$ cat src/hw/rtl/bsd_pkg.sv
package bsd_pkg;

	typedef enum logic [1:0] {
		LVL_FRAME     = 2'd0,
		LVL_NO_ETH    = 2'd1,
		LVL_IP        = 2'd2,
		LVL_TRANSPORT = 2'd3
	} level_t;

	typedef enum logic [2:0] {
		REG_PAYLOAD_LEVEL = 3'd0,
		REG_GAP_THRESHOLD = 3'd1,
		REG_PS_PER_BYTE   = 3'd2,
		REG_MIN_PACKETS   = 3'd3,
		REG_RELATIVE_MODE = 3'd4
	} reg_index_t;

	localparam logic        OP_FLUSH      = 1'b1;
	localparam logic [17:0] ETH_HDR_BYTES = 18'd14;
	localparam logic [17:0] UDP_HDR_BYTES = 18'd8;
	localparam logic [15:0] ET_IPV4       = 16'h0800;
	localparam logic [15:0] ET_VLAN       = 16'h8100;
	localparam logic [7:0]  PROTO_TCP     = 8'd6;
	localparam logic [7:0]  PROTO_UDP     = 8'd17;
	localparam logic [31:0] PPB_RESET     = 32'd800000;
	localparam logic [7:0]  MINP_RESET    = 8'd2;
	localparam logic [31:0] PKT_MAX       = 32'hFFFF_FFFF;
	localparam logic [47:0] BYTE_MAX      = 48'hFFFF_FFFF_FFFF;

	typedef struct packed {
		level_t      level;
		logic [47:0] gap;
		logic [31:0] ppb;
		logic [7:0]  min_pkts;
		logic        rel;
	} cfg_t;

	typedef struct packed {
		logic        valid;
		logic        flush;
		logic [15:0] pay;
		logic [63:0] t_abs;
		logic [47:0] pay_time;
	} item_t;

	typedef struct packed {
		logic [63:0] start_ps;
		logic [63:0] stop_ps;
		logic [31:0] packets;
		logic [47:0] bytes;
		logic [63:0] duration_ps;
		logic        flush;
	} rec_t;

endpackage

$ cat src/hw/rtl/packet_burst_session_detector.sv
// Channel | Handshake                 | Carries
// cfg     | cfg_valid / cfg_ready     | cfg_index, cfg_data (register write)
// desc    | desc_valid / desc_stall   | one packet descriptor or flush word
// sess    | sess_valid / sess_stall   | one session record word
//
// One descriptor word per cycle while desc_stall is low; a record word passes through the
// input, multiply, time-add and record registers after its descriptor word.
// arst_n clears session state and loads register reset values.
// A record held by sess_stall freezes all stages and raises desc_stall.
module packet_burst_session_detector (
	input  logic        clk,
	input  logic        arst_n,
	input  logic        cfg_valid,
	output logic        cfg_ready,
	input  logic [2:0]  cfg_index,
	input  logic [47:0] cfg_data,
	input  logic        desc_valid,
	output logic        desc_stall,
	input  logic        operation,
	input  logic [63:0] timestamp_ps,
	input  logic [15:0] captured_length,
	input  logic [15:0] ethertype,
	input  logic [15:0] ip_total_length,
	input  logic [3:0]  ip_header_words,
	input  logic [7:0]  ip_protocol,
	input  logic [3:0]  tcp_offset_words,
	input  logic [15:0] udp_length,
	output logic        sess_valid,
	input  logic        sess_stall,
	output logic [63:0] session_start_ps,
	output logic [63:0] session_end_ps,
	output logic [31:0] session_packets,
	output logic [47:0] session_bytes,
	output logic [63:0] session_duration_ps,
	output logic        from_flush
);
	import bsd_pkg::*;

	cfg_t  cfg_q;
	item_t item;
	rec_t  rec;
	logic  advance;

	assign cfg_ready  = 1'b1;
	assign advance    = !(sess_valid && sess_stall);
	assign desc_stall = !advance;

	always_ff @(posedge clk or negedge arst_n) begin
		if (!arst_n) begin
			cfg_q.level    <= LVL_FRAME;
			cfg_q.gap      <= '0;
			cfg_q.ppb      <= PPB_RESET;
			cfg_q.min_pkts <= MINP_RESET;
			cfg_q.rel      <= 1'b0;
		end else if (cfg_valid && cfg_ready) begin
			unique case (reg_index_t'(cfg_index))
				REG_PAYLOAD_LEVEL: cfg_q.level    <= level_t'(cfg_data[1:0]);
				REG_GAP_THRESHOLD: cfg_q.gap      <= cfg_data;
				REG_PS_PER_BYTE:   cfg_q.ppb      <= cfg_data[31:0];
				REG_MIN_PACKETS:   cfg_q.min_pkts <= cfg_data[7:0];
				REG_RELATIVE_MODE: cfg_q.rel      <= cfg_data[0];
				default: ;
			endcase
		end
	end

	bsd_front u_front (
		.clk              (clk),
		.arst_n           (arst_n),
		.advance          (advance),
		.desc_valid       (desc_valid),
		.operation        (operation),
		.timestamp_ps     (timestamp_ps),
		.captured_length  (captured_length),
		.ethertype        (ethertype),
		.ip_total_length  (ip_total_length),
		.ip_header_words  (ip_header_words),
		.ip_protocol      (ip_protocol),
		.tcp_offset_words (tcp_offset_words),
		.udp_length       (udp_length),
		.cfg              (cfg_q),
		.item             (item)
	);

	bsd_track u_track (
		.clk       (clk),
		.arst_n    (arst_n),
		.advance   (advance),
		.item      (item),
		.cfg       (cfg_q),
		.rec_valid (sess_valid),
		.rec       (rec)
	);

	assign session_start_ps    = rec.start_ps;
	assign session_end_ps      = rec.stop_ps;
	assign session_packets     = rec.packets;
	assign session_bytes       = rec.bytes;
	assign session_duration_ps = rec.duration_ps;
	assign from_flush          = rec.flush;

endmodule

$ cat src/hw/rtl/bsd_front.sv
module bsd_front (
	input  logic           clk,
	input  logic           arst_n,
	input  logic           advance,
	input  logic           desc_valid,
	input  logic           operation,
	input  logic [63:0]    timestamp_ps,
	input  logic [15:0]    captured_length,
	input  logic [15:0]    ethertype,
	input  logic [15:0]    ip_total_length,
	input  logic [3:0]     ip_header_words,
	input  logic [7:0]     ip_protocol,
	input  logic [3:0]     tcp_offset_words,
	input  logic [15:0]    udp_length,
	input  bsd_pkg::cfg_t  cfg,
	output bsd_pkg::item_t item
);
	import bsd_pkg::*;

	logic        valid_s1, op_s1;
	logic [63:0] ts_s1;
	logic [15:0] len_s1, et_s1, ipl_s1, udpl_s1;
	logic [3:0]  ihw_s1, tcpw_s1;
	logic [7:0]  proto_s1;

	logic               valid_s2, flush_s2;
	logic [15:0]        pay_s2;
	logic [63:0]        ts_s2;
	logic signed [50:0] hdr_s2;
	logic [47:0]        ptime_s2;

	logic        valid_s3, flush_s3;
	logic [15:0] pay_s3;
	logic [63:0] tabs_s3;
	logic [47:0] ptime_s3;

	logic               ip_ok;
	logic signed [17:0] len18, ipl18, udp18, ihl18, doff18, p, hdr_diff;
	logic [15:0]        pay;
	logic signed [50:0] hdr_prod;
	logic [47:0]        pay_prod;

	always_comb begin
		ip_ok  = (et_s1 == ET_IPV4) || (et_s1 == ET_VLAN);
		len18  = {2'b0, len_s1};
		ipl18  = {2'b0, ipl_s1};
		udp18  = {2'b0, udpl_s1};
		ihl18  = {12'b0, ihw_s1, 2'b0};
		doff18 = {12'b0, tcpw_s1, 2'b0};
		p      = '0;
		unique case (cfg.level)
			LVL_FRAME:  p = len18;
			LVL_NO_ETH: p = len18 - ETH_HDR_BYTES;
			LVL_IP: begin
				if (ip_ok)
					p = ipl18 - ihl18;
			end
			LVL_TRANSPORT: begin
				if (ip_ok && proto_s1 == PROTO_TCP)
					p = ipl18 - doff18 - ihl18;
				else if (ip_ok && proto_s1 == PROTO_UDP)
					p = udp18 - UDP_HDR_BYTES;
			end
			default: p = '0;
		endcase
		pay      = p[17] ? 16'd0 : p[15:0];
		hdr_diff = len18 - {2'b0, pay};
		hdr_prod = 51'(hdr_diff) * 51'($signed({1'b0, cfg.ppb}));
		pay_prod = 48'(pay) * 48'(cfg.ppb);
	end

	always_ff @(posedge clk or negedge arst_n) begin
		if (!arst_n) begin
			valid_s1 <= 1'b0;
			valid_s2 <= 1'b0;
			valid_s3 <= 1'b0;
		end else if (advance) begin
			valid_s1 <= desc_valid;
			valid_s2 <= valid_s1;
			valid_s3 <= valid_s2;
		end
	end

	always_ff @(posedge clk) begin
		if (advance) begin
			if (desc_valid) begin
				op_s1    <= operation;
				ts_s1    <= timestamp_ps;
				len_s1   <= captured_length;
				et_s1    <= ethertype;
				ipl_s1   <= ip_total_length;
				ihw_s1   <= ip_header_words;
				proto_s1 <= ip_protocol;
				tcpw_s1  <= tcp_offset_words;
				udpl_s1  <= udp_length;
			end
			flush_s2 <= (op_s1 == OP_FLUSH);
			pay_s2   <= pay;
			ts_s2    <= ts_s1;
			hdr_s2   <= hdr_prod;
			ptime_s2 <= pay_prod;
			flush_s3 <= flush_s2;
			pay_s3   <= pay_s2;
			tabs_s3  <= ts_s2 + {{13{hdr_s2[50]}}, hdr_s2};
			ptime_s3 <= ptime_s2;
		end
	end

	assign item = '{valid: valid_s3, flush: flush_s3, pay: pay_s3,
		t_abs: tabs_s3, pay_time: ptime_s3};

endmodule

$ cat src/hw/rtl/bsd_track.sv
module bsd_track (
	input  logic           clk,
	input  logic           arst_n,
	input  logic           advance,
	input  bsd_pkg::item_t item,
	input  bsd_pkg::cfg_t  cfg,
	output logic           rec_valid,
	output bsd_pkg::rec_t  rec
);
	import bsd_pkg::*;

	logic [31:0] count_q;
	logic [47:0] bytes_q;
	logic [63:0] start_q, last_q, ref_q;
	logic        seen_q;
	logic        rec_valid_q;
	rec_t        rec_q;

	logic [63:0] ref_eff, t, d;
	logic [48:0] byte_sum;
	logic [47:0] bytes_sat;
	logic [31:0] count_inc;
	logic        take, pkt, gap, restart, emit_gap, emit;

	always_comb begin
		take      = advance && item.valid;
		pkt       = take && !item.flush && (item.pay != 16'd0);
		ref_eff   = seen_q ? ref_q : item.t_abs;
		t         = cfg.rel ? item.t_abs - ref_eff : item.t_abs;
		d         = t - last_q;
		gap       = !d[63] && (d > {16'b0, cfg.gap});
		restart   = (count_q == 32'd0) || gap;
		emit_gap  = (count_q != 32'd0) && gap && (count_q >= {24'b0, cfg.min_pkts});
		emit      = take && (item.flush || (pkt && emit_gap));
		byte_sum  = {1'b0, bytes_q} + {33'b0, item.pay};
		bytes_sat = byte_sum[48] ? BYTE_MAX : byte_sum[47:0];
		count_inc = (count_q == PKT_MAX) ? count_q : count_q + 32'd1;
	end

	always_ff @(posedge clk or negedge arst_n) begin
		if (!arst_n) begin
			count_q <= '0;
			bytes_q <= '0;
			start_q <= '0;
			last_q  <= '0;
			ref_q   <= '0;
			seen_q  <= 1'b0;
		end else if (take && item.flush) begin
			count_q <= '0;
			bytes_q <= '0;
			start_q <= '0;
			last_q  <= '0;
			ref_q   <= '0;
			seen_q  <= 1'b0;
		end else if (pkt) begin
			seen_q <= 1'b1;
			if (!seen_q && cfg.rel)
				ref_q <= item.t_abs;
			if (restart) begin
				start_q <= t;
				count_q <= 32'd1;
				bytes_q <= {32'b0, item.pay};
			end else begin
				count_q <= count_inc;
				bytes_q <= bytes_sat;
			end
			last_q <= t + {16'b0, item.pay_time};
		end
	end

	always_ff @(posedge clk or negedge arst_n) begin
		if (!arst_n)
			rec_valid_q <= 1'b0;
		else if (advance)
			rec_valid_q <= emit;
	end

	always_ff @(posedge clk) begin
		if (advance && emit) begin
			rec_q.start_ps    <= start_q;
			rec_q.stop_ps     <= last_q;
			rec_q.packets     <= count_q;
			rec_q.bytes       <= bytes_q;
			rec_q.duration_ps <= last_q - start_q;
			rec_q.flush       <= item.flush;
		end
	end

	assign rec_valid = rec_valid_q;
	assign rec       = rec_q;

endmodule

$ cat config.mk
export PLATFORM = sky130hd
export DESIGN_NAME = packet_burst_session_detector
export DESIGN_NICKNAME = d
export VERILOG_FILES = /design/src/hw/rtl/bsd_pkg.sv /design/src/hw/rtl/packet_burst_session_detector.sv /design/src/hw/rtl/bsd_front.sv /design/src/hw/rtl/bsd_track.sv
export SDC_FILE = /design/constraint.sdc
export NUM_CORES = 2
export LEC_CHECK = 0
export ABC_CLOCK_PERIOD_IN_PS = 32299
export BUFFER_PORTS_ARGS = -buffer_cell sky130_fd_sc_hd__buf_4
export CORE_ASPECT_RATIO = 0.5
export CORE_UTILIZATION = 50
export DETAILED_ROUTE_END_ITERATION = 6
export PLACE_DENSITY = 0.63
export SYNTH_ARGS = -nofsm -noshare
export SYNTH_HDL_FRONTEND = slang
export SYNTH_SLANG_ARGS = --single-unit
$ cat constraint.sdc
create_clock -name clk -period 32.3 [get_ports clk]
set_input_delay 6.46 -clock clk [delete_from_list [all_inputs] [get_ports clk]]
set_output_delay 6.46 -clock clk [all_outputs]
set_load 0.01 [all_outputs]
---- After elaboration in Yosys (flattened, before gate mapping) ----
Cells that the tools add are included.
word-level totals
  register bits ........................... 1095
  bits of input ports ..................... 201
  output and inout bits ................... 276
  logic and storage cells ................. 133
cells by class
  add/sub/neg operators ................... 13
  multipliers ............................. 2
  $lt $le $gt $ge ......................... 2
  equal/unequal tests ..................... 13
  muxes and demuxes ....................... 25
  bitwise operators ....................... 1
  reductions and logical operators ........ 38
operators with widths
  kind                                                   count
  two-way mux 64 bit                                     10
  two-way mux 48 bit                                     4
  subtractor 64 bit                                      3
  two-way mux 32 bit                                     4
  case mux 18 bit (4 select lines)                       1
  adder 64 x 48 -> 64 bit                                1
  adder 64 bit                                           1
  greater-than comparator 64 x 48 -> 1 bit               1
  two-way mux 18 bit                                     3
  multiplier 17 x 33 -> 50 bit                           1
  adder 48 x 16 -> 49 bit                                1
  multiplier 16 x 32 -> 48 bit                           1
  subtractor 16 x 4 -> 17 bit, second input constant     2
  subtractor 16 x 6 -> 17 bit                            2
  adder 32 x 1 -> 32 bit, second input constant          1
  equality test 32 bit, second input constant            1
  greater-or-equal comparator 32 x 8 -> 1 bit            1
  zero test 32 bit                                       1
  nonzero test 32 bit                                    1
  AND reduction 2 bit                                    9
  subtractor 18 x 7 -> 18 bit                            1
  subtractor 16 x 16 -> 17 bit                           1
  equality test 16 x 12 -> 1 bit, second input constant  1
  equality test 16 bit, second input constant            1
  18 further kinds                                       41

---- Depth between registers and ports, before layout ----
  depth after elaboration ................. 12
  gate-level depth with buffers ........... 59
  depth with buffers taken out ............ 55

---- By module ----
From an unflattened synthesis, not the netlist that was laid out.
second synthesis, totals
  cells, all modules ...................... 9701
  area, all modules ....................... 95374.0 sq um
modules (own cells, without submodules)
  module                         instances  cells an instance  area each (sq um)  seq. area each (sq um)
  bsd_front                      1          5401               54044.3            13678.1
  bsd_track                      1          4100               37750.0            15054.4
  packet_burst_session_detector  1          200                3579.7             2285.9

---- Worst setup path before layout ----
Ideal clock, no wire load.
  path type ............................... in2reg
  start point ............................. input port sess_stall
  end point ............................... register u_track.rec_q (netlist bit u_track.rec[0]) (enable)
  setup time .............................. 1.285 ns
  arrival time ............................ 33.932 ns
  required time ........................... 31.015 ns
  slack ................................... -2.916 ns
  stages .................................. 6
  path buffers ............................ 1
  path through ............................ nand2_1 nand3_1 nor2_1 clkbuf_1 nand2_1 o21ai_0
on the way
  cells in the longest elaborated chain, start to end .. 9
RTL lines
  element                         RTL line                             source
  from (decl)                     packet_burst_session_detector.sv:29  input logic sess_stall,
  logical AND 1 bit (*)           packet_burst_session_detector.sv:45  assign advance = !(sess_valid && sess_stall);
  zero test 1 bit (*)             packet_burst_session_detector.sv:45
  logical AND 1 bit               bsd_track.sv:26                      take = advance && item.valid;
  logical AND 1 bit (2 in a row)  bsd_track.sv:27                      pkt = take && !item.flush && (item.pay != 16'd0);
  logical AND 1 bit               bsd_track.sv:34                      emit = take && (item.flush || (pkt && emit_gap));
  logical OR 1 bit                bsd_track.sv:34
  logical AND 1 bit               bsd_track.sv:34
  logical AND 1 bit (*)           bsd_track.sv:79                      if (advance && emit) begin
  to (decl)                       bsd_track.sv:17                      rec_t rec_q;
Mark *: on every way between the ends. The rest lies on a longest branch, timed or not.
A chain may end at the register's enable or synchronous reset.

---- Worst setup path after layout ----
  start point ............................. register u_front.ipl_s1[3]
  end point ............................... register u_front.hdr_s2[49], data pin
on the way
  cells in the longest elaborated chain, start to end .. 7
  elaborated cells between the ends (all ways) .. 9
  those cells by class .................... add/sub (4); mul (1); mux (4)
RTL lines
  element                               RTL line          source
  from (decl)                           bsd_front.sv:22   logic [15:0] len_s1, et_s1, ipl_s1, udpl_s1;
  from (signal assigned)                bsd_front.sv:91   ipl_s1 <= ip_total_length;
  subtractor 16 x 6 -> 17 bit           bsd_front.sv:60   p = ipl18 - doff18 - ihl18;
  subtractor 18 x 7 -> 18 bit           bsd_front.sv:60
  two-way mux 18 bit                    bsd_front.sv:59   if (ip_ok && proto_s1 == PROTO_TCP)
  case mux 18 bit (4 select lines) (*)  bsd_front.sv:51   unique case (cfg.level)
  two-way mux 16 bit (*)                bsd_front.sv:66   pay = p[17] ? 16'd0 : p[15:0];
  subtractor 16 x 16 -> 17 bit (*)      bsd_front.sv:67   hdr_diff = len18 - {2'b0, pay};
  multiplier 17 x 33 -> 50 bit (*)      bsd_front.sv:68   hdr_prod = 51'(hdr_diff) * 51'($signed({1'b0, cfg.ppb}));
  via u_front.hdr_prod[49]              bsd_front.sv:40   logic signed [50:0] hdr_prod;
  to (signal assigned)                  bsd_front.sv:100  hdr_s2 <= hdr_prod;
  to (decl)                             bsd_front.sv:29   logic signed [50:0] hdr_s2;
Mark *: on every way through the listed nets, which the timed path passes. The rest lies on a longest branch.

==> results.json <==
{
  "status": "complete, no violations",
  "post_cts.repair.setup_buffers": 0,
  "crit_fanout": 65,
  "cts-root-buf": "clkbuf_16",
  "chipWidth_um": 619,
  "cp-end-kind": "flip-flop",
  "final_nets": 11800,
  "dieArea_mm2": 0.192,
  "num_rows": 112,
  "syn-num-nets": 11600,
  "synthTopCellsByArea": "edfxtp_1, fa_1, dfrtp_1",
  "initial_utilization": 0.507,
  "synth_compound_area_frac": 0.130,
  "cts_tree": "yes",
  "core-area_mm2": 0.188,
  "slowest_stage": "a21oi_4",
  "wl_per_cell_um": 22.9,
  "die_h_um": 311,
  "slew_viol_final": 0,
  "crit_required_ns": 32.76,
  "dp_worst_setup_slack_ns": 17.30,
  "max_stage_delay_ns": 0.85,
  "cap_violations": 0,
  "ios": 477,
  "finalWeightedCongestion": 0.961,
  "grt_setup_unrepaired": "false",
  "netlist_area_mm2": 0.0953,
  "nFillCells": 16800,
  "synth_cells": 9824,
  "finalHoldViolations": 0,
  "viasPerCell": 5.80,
  "num_vias": 73300,
  "synth-edff-count": 726,
  "syn_area_per_cell_um2": 9.70,
  "yosys_warnings": 0,
  "ys_types": 99,
  "grt_overflow": 0,
  "timing.fmax_mhz": 66.3,
  "h-tree-depth": 3,
  "ctsResizeCount": 0,
  "clk_latency_ns": 0.79,
  "setup_viol": 0,
  "area_growth_pct": 10.1,
  "hold_path_depth": 0,
  "drcViolationCount": 0,
  "worst_pin_slew_ns": 1.12,
  "synth_ff_type": "edfxtp_1",
  "cpMostUsedCell": "fa_1",
  "timing_worst_setup_path_type": "flip-flop to flip-flop",
  "relSlewSlack": 0.250,
  "grt_max_degree": 96,
  "io_buffers": 475,
  "hp-class": "flip-flop to flip-flop",
  "ys_seq_area_frac": 0.326,
  "fin_crit_sh": 0.467,
  "synthMuxAreaShare": 0.0175,
  "cts_hold_buf": 0,
  "period_minus_slack_ns": 15.08,
  "numCtsBuffers": 100,
  "skew_ns": 0.0883,
  "synth_top_family_by_area": "adder cells",
  "wirelength_um": 290000,
  "cts_sinks": 1094,
  "worst_r2r_path_depth": 54,
  "drt_first_pass_iters": 6,
  "synth_xor_area_frac": 0.0398,
  "cts.clk_slew.worst_paths_ns": 0.07,
  "synth_simple_gate_area_frac": 0.141,
  "worstPathArrival_ns": 15.54,
  "crit_path_start_kind": "flip-flop",
  "grt_antenna_before_repair": 21,
  "drtIter0Drc": 6491,
  "clk_path_buf_depth": 3,
  "layout_setup_ws_ns": 17.22,
  "async_flop_share": 0.336,
  "postRouteAntennaNets": 0,
  "grt_use_total": 0.299,
  "finalSetupTns_ns": 0,
  "synth-seq-cells": 1094,
  "post-dp-hpwl_um": 221000,
  "yosysTopAreaCell": "edfxtp_1",
  "grt_pass1_vias": 72200,
  "yosysTopAreaCellShare": 0.229,
  "drive_gt1_frac": 0.0970,
  "grt_first_pass_wirelength_um": 440000,
  "synthAdderAreaFrac": 0.274
}
final cells by class:
class | instances | area, µm² | share of cell area
Antenna cell | 3 | 7.51 | 0.0000716
Clock buffer | 119 | 2670 | 0.0254
Clock inverter | 70 | 861 | 0.00821
Inverter | 1318 | 4950 | 0.0472
Multi-Input combinational cell | 6939 | 57800 | 0.551
Sequential cell | 1094 | 31000 | 0.296
Tap cell | 2508 | 3140 | 0.0299
Timing Repair Buffer | 592 | 4450 | 0.0425
critical path, delay by kind of cell (launching register included):
| family | cells | cell delay (ns) |
|---|---|---|
| flops | 1 | 0.45 |
| compound gates | 25 | 7.08 |
| xor+xnor | 1 | 0.15 |
| buf+inv | 8 | 1.29 |
| simple gates | 10 | 1.62 |
| fa+ha+maj | 10 | 4.20 |
cell usage in the layout (no fill, tap or decap), types with 47 or more instances in the layout:
| master | Yosys | routed |
|---|---|---|
| a31oi_1 | 83 | 83 |
| o21bai_1 | 68 | 68 |
| mux2i_1 | 74 | 74 |
| nand3_1 | 250 | 249 |
| xor2_1 | 150 | 148 |
| a21oi_1 | 495 | 491 |
| xnor2_1 | 283 | 278 |
| nand4_1 | 100 | 100 |
| ha_1 | 683 | 682 |
| a21o_1 | 242 | 242 |
| and2_1 | 223 | 222 |
| edfxtp_1 | 726 | 726 |
| o211ai_1 | 65 | 65 |
| inv_1 | 1318 | 1318 |
| mux2_2 | 82 | 82 |
| fa_1 | 877 | 876 |
| nand2b_1 | 62 | 62 |
| dfrtp_1 | 361 | 354 |
| a22o_1 | 79 | 79 |
| buf_4 | 8 | 591 |
| nor2_1 | 403 | 394 |
| nand2_1 | 1325 | 1324 |
| o21a_1 | 88 | 88 |
| o31ai_1 | 48 | 47 |
| clkbuf_16 | 0 | 102 |
| o21ai_0 | 397 | 396 |
| nor3_1 | 107 | 105 |
| nor2b_1 | 148 | 148 |
| and3_1 | 82 | 81 |
| a211oi_1 | 59 | 57 |
kinds of logic (layout without fill, tap and decap cells):
logic type	count (synthesis)	after routing
compound gates	1909	1909
simple gates	2880	2880
buf+inv	1791	2099
other cells	1	4
xor+xnor	433	433
mux	156	156
fa+ha+maj	1560	1560
flops	1094	1094
metal layers:
layer	wire length, µm	GRT usage
met5	13	0
met4	7390	0.0733
met3	24400	0.0588
met2	129000	0.460
met1	130000	0.434
sequential cells by signal, indices dropped and copies added, names as in the netlist, 32 cells and up:
name / cells
u_track.rec: 273
cfg_q: 91
u_front.tabs_s3: 64
u_front.ts_s1: 64
u_front.ts_s2: 64
u_track.last_q: 64
u_track.ref_q: 64
u_track.start_q: 64
u_front.hdr_s2: 50
u_front.ptime_s2: 48
u_front.ptime_s3: 48
u_track.bytes_q: 48
u_track.count_q: 32
worst paths after layout:
check,start,endpoint,slack [ns]
setup / recovery,u_front.ipl_s1[3],u_front.hdr_s2[49],17.22
hold / removal,u_front.ptime_s2[31],u_front.ptime_s3[31],0.37
setup reg to reg,u_front.ipl_s1[3],u_front.hdr_s2[49],17.22
hold reg to reg,u_front.ptime_s2[31],u_front.ptime_s3[31],0.37
max in group asynchronous,arst_n,u_track.seen_q,23.91
min in group asynchronous,arst_n,cfg_q[89],5.68
metrics by stage:
step / instance area (µm²) / utilization / instances / hold WS, ns
6_report: 105000 / 0.558 / 12600 / 0.371
5_1_grt: 105000 / 0.558 / 12600 / 0.383
4_1_cts: 105000 / 0.558 / 12600 / 0.376
3_5_place_dp: 101000 / 0.539 / 12500 / 0.405
3_3_place_gp: 101000 / 0.539 / 12500 / 0.400
2_1_floorplan: 95300 / - / 9824 / 0.400
cells in the mapped netlist (all sizes together), types with 74 or more instances:
cell type  number
xnor2         283
and2          225
nand4         100
nand3         250
dfrtp         361
ha            683
a22o           79
clkbuf        424
and3           82
fa            877
nand2        1325
o21a           88
xor2          150
nor3          108
nor2b         148
a21o          242
a21oi         497
inv          1318
edfxtp        726
mux2i          74
mux2           82
nor2          403
o21ai         406
a31oi          84
Power is left out: the tool's default activity adds up to more than one toggle a clock period on the data nets, which glitch-free logic cannot reach.
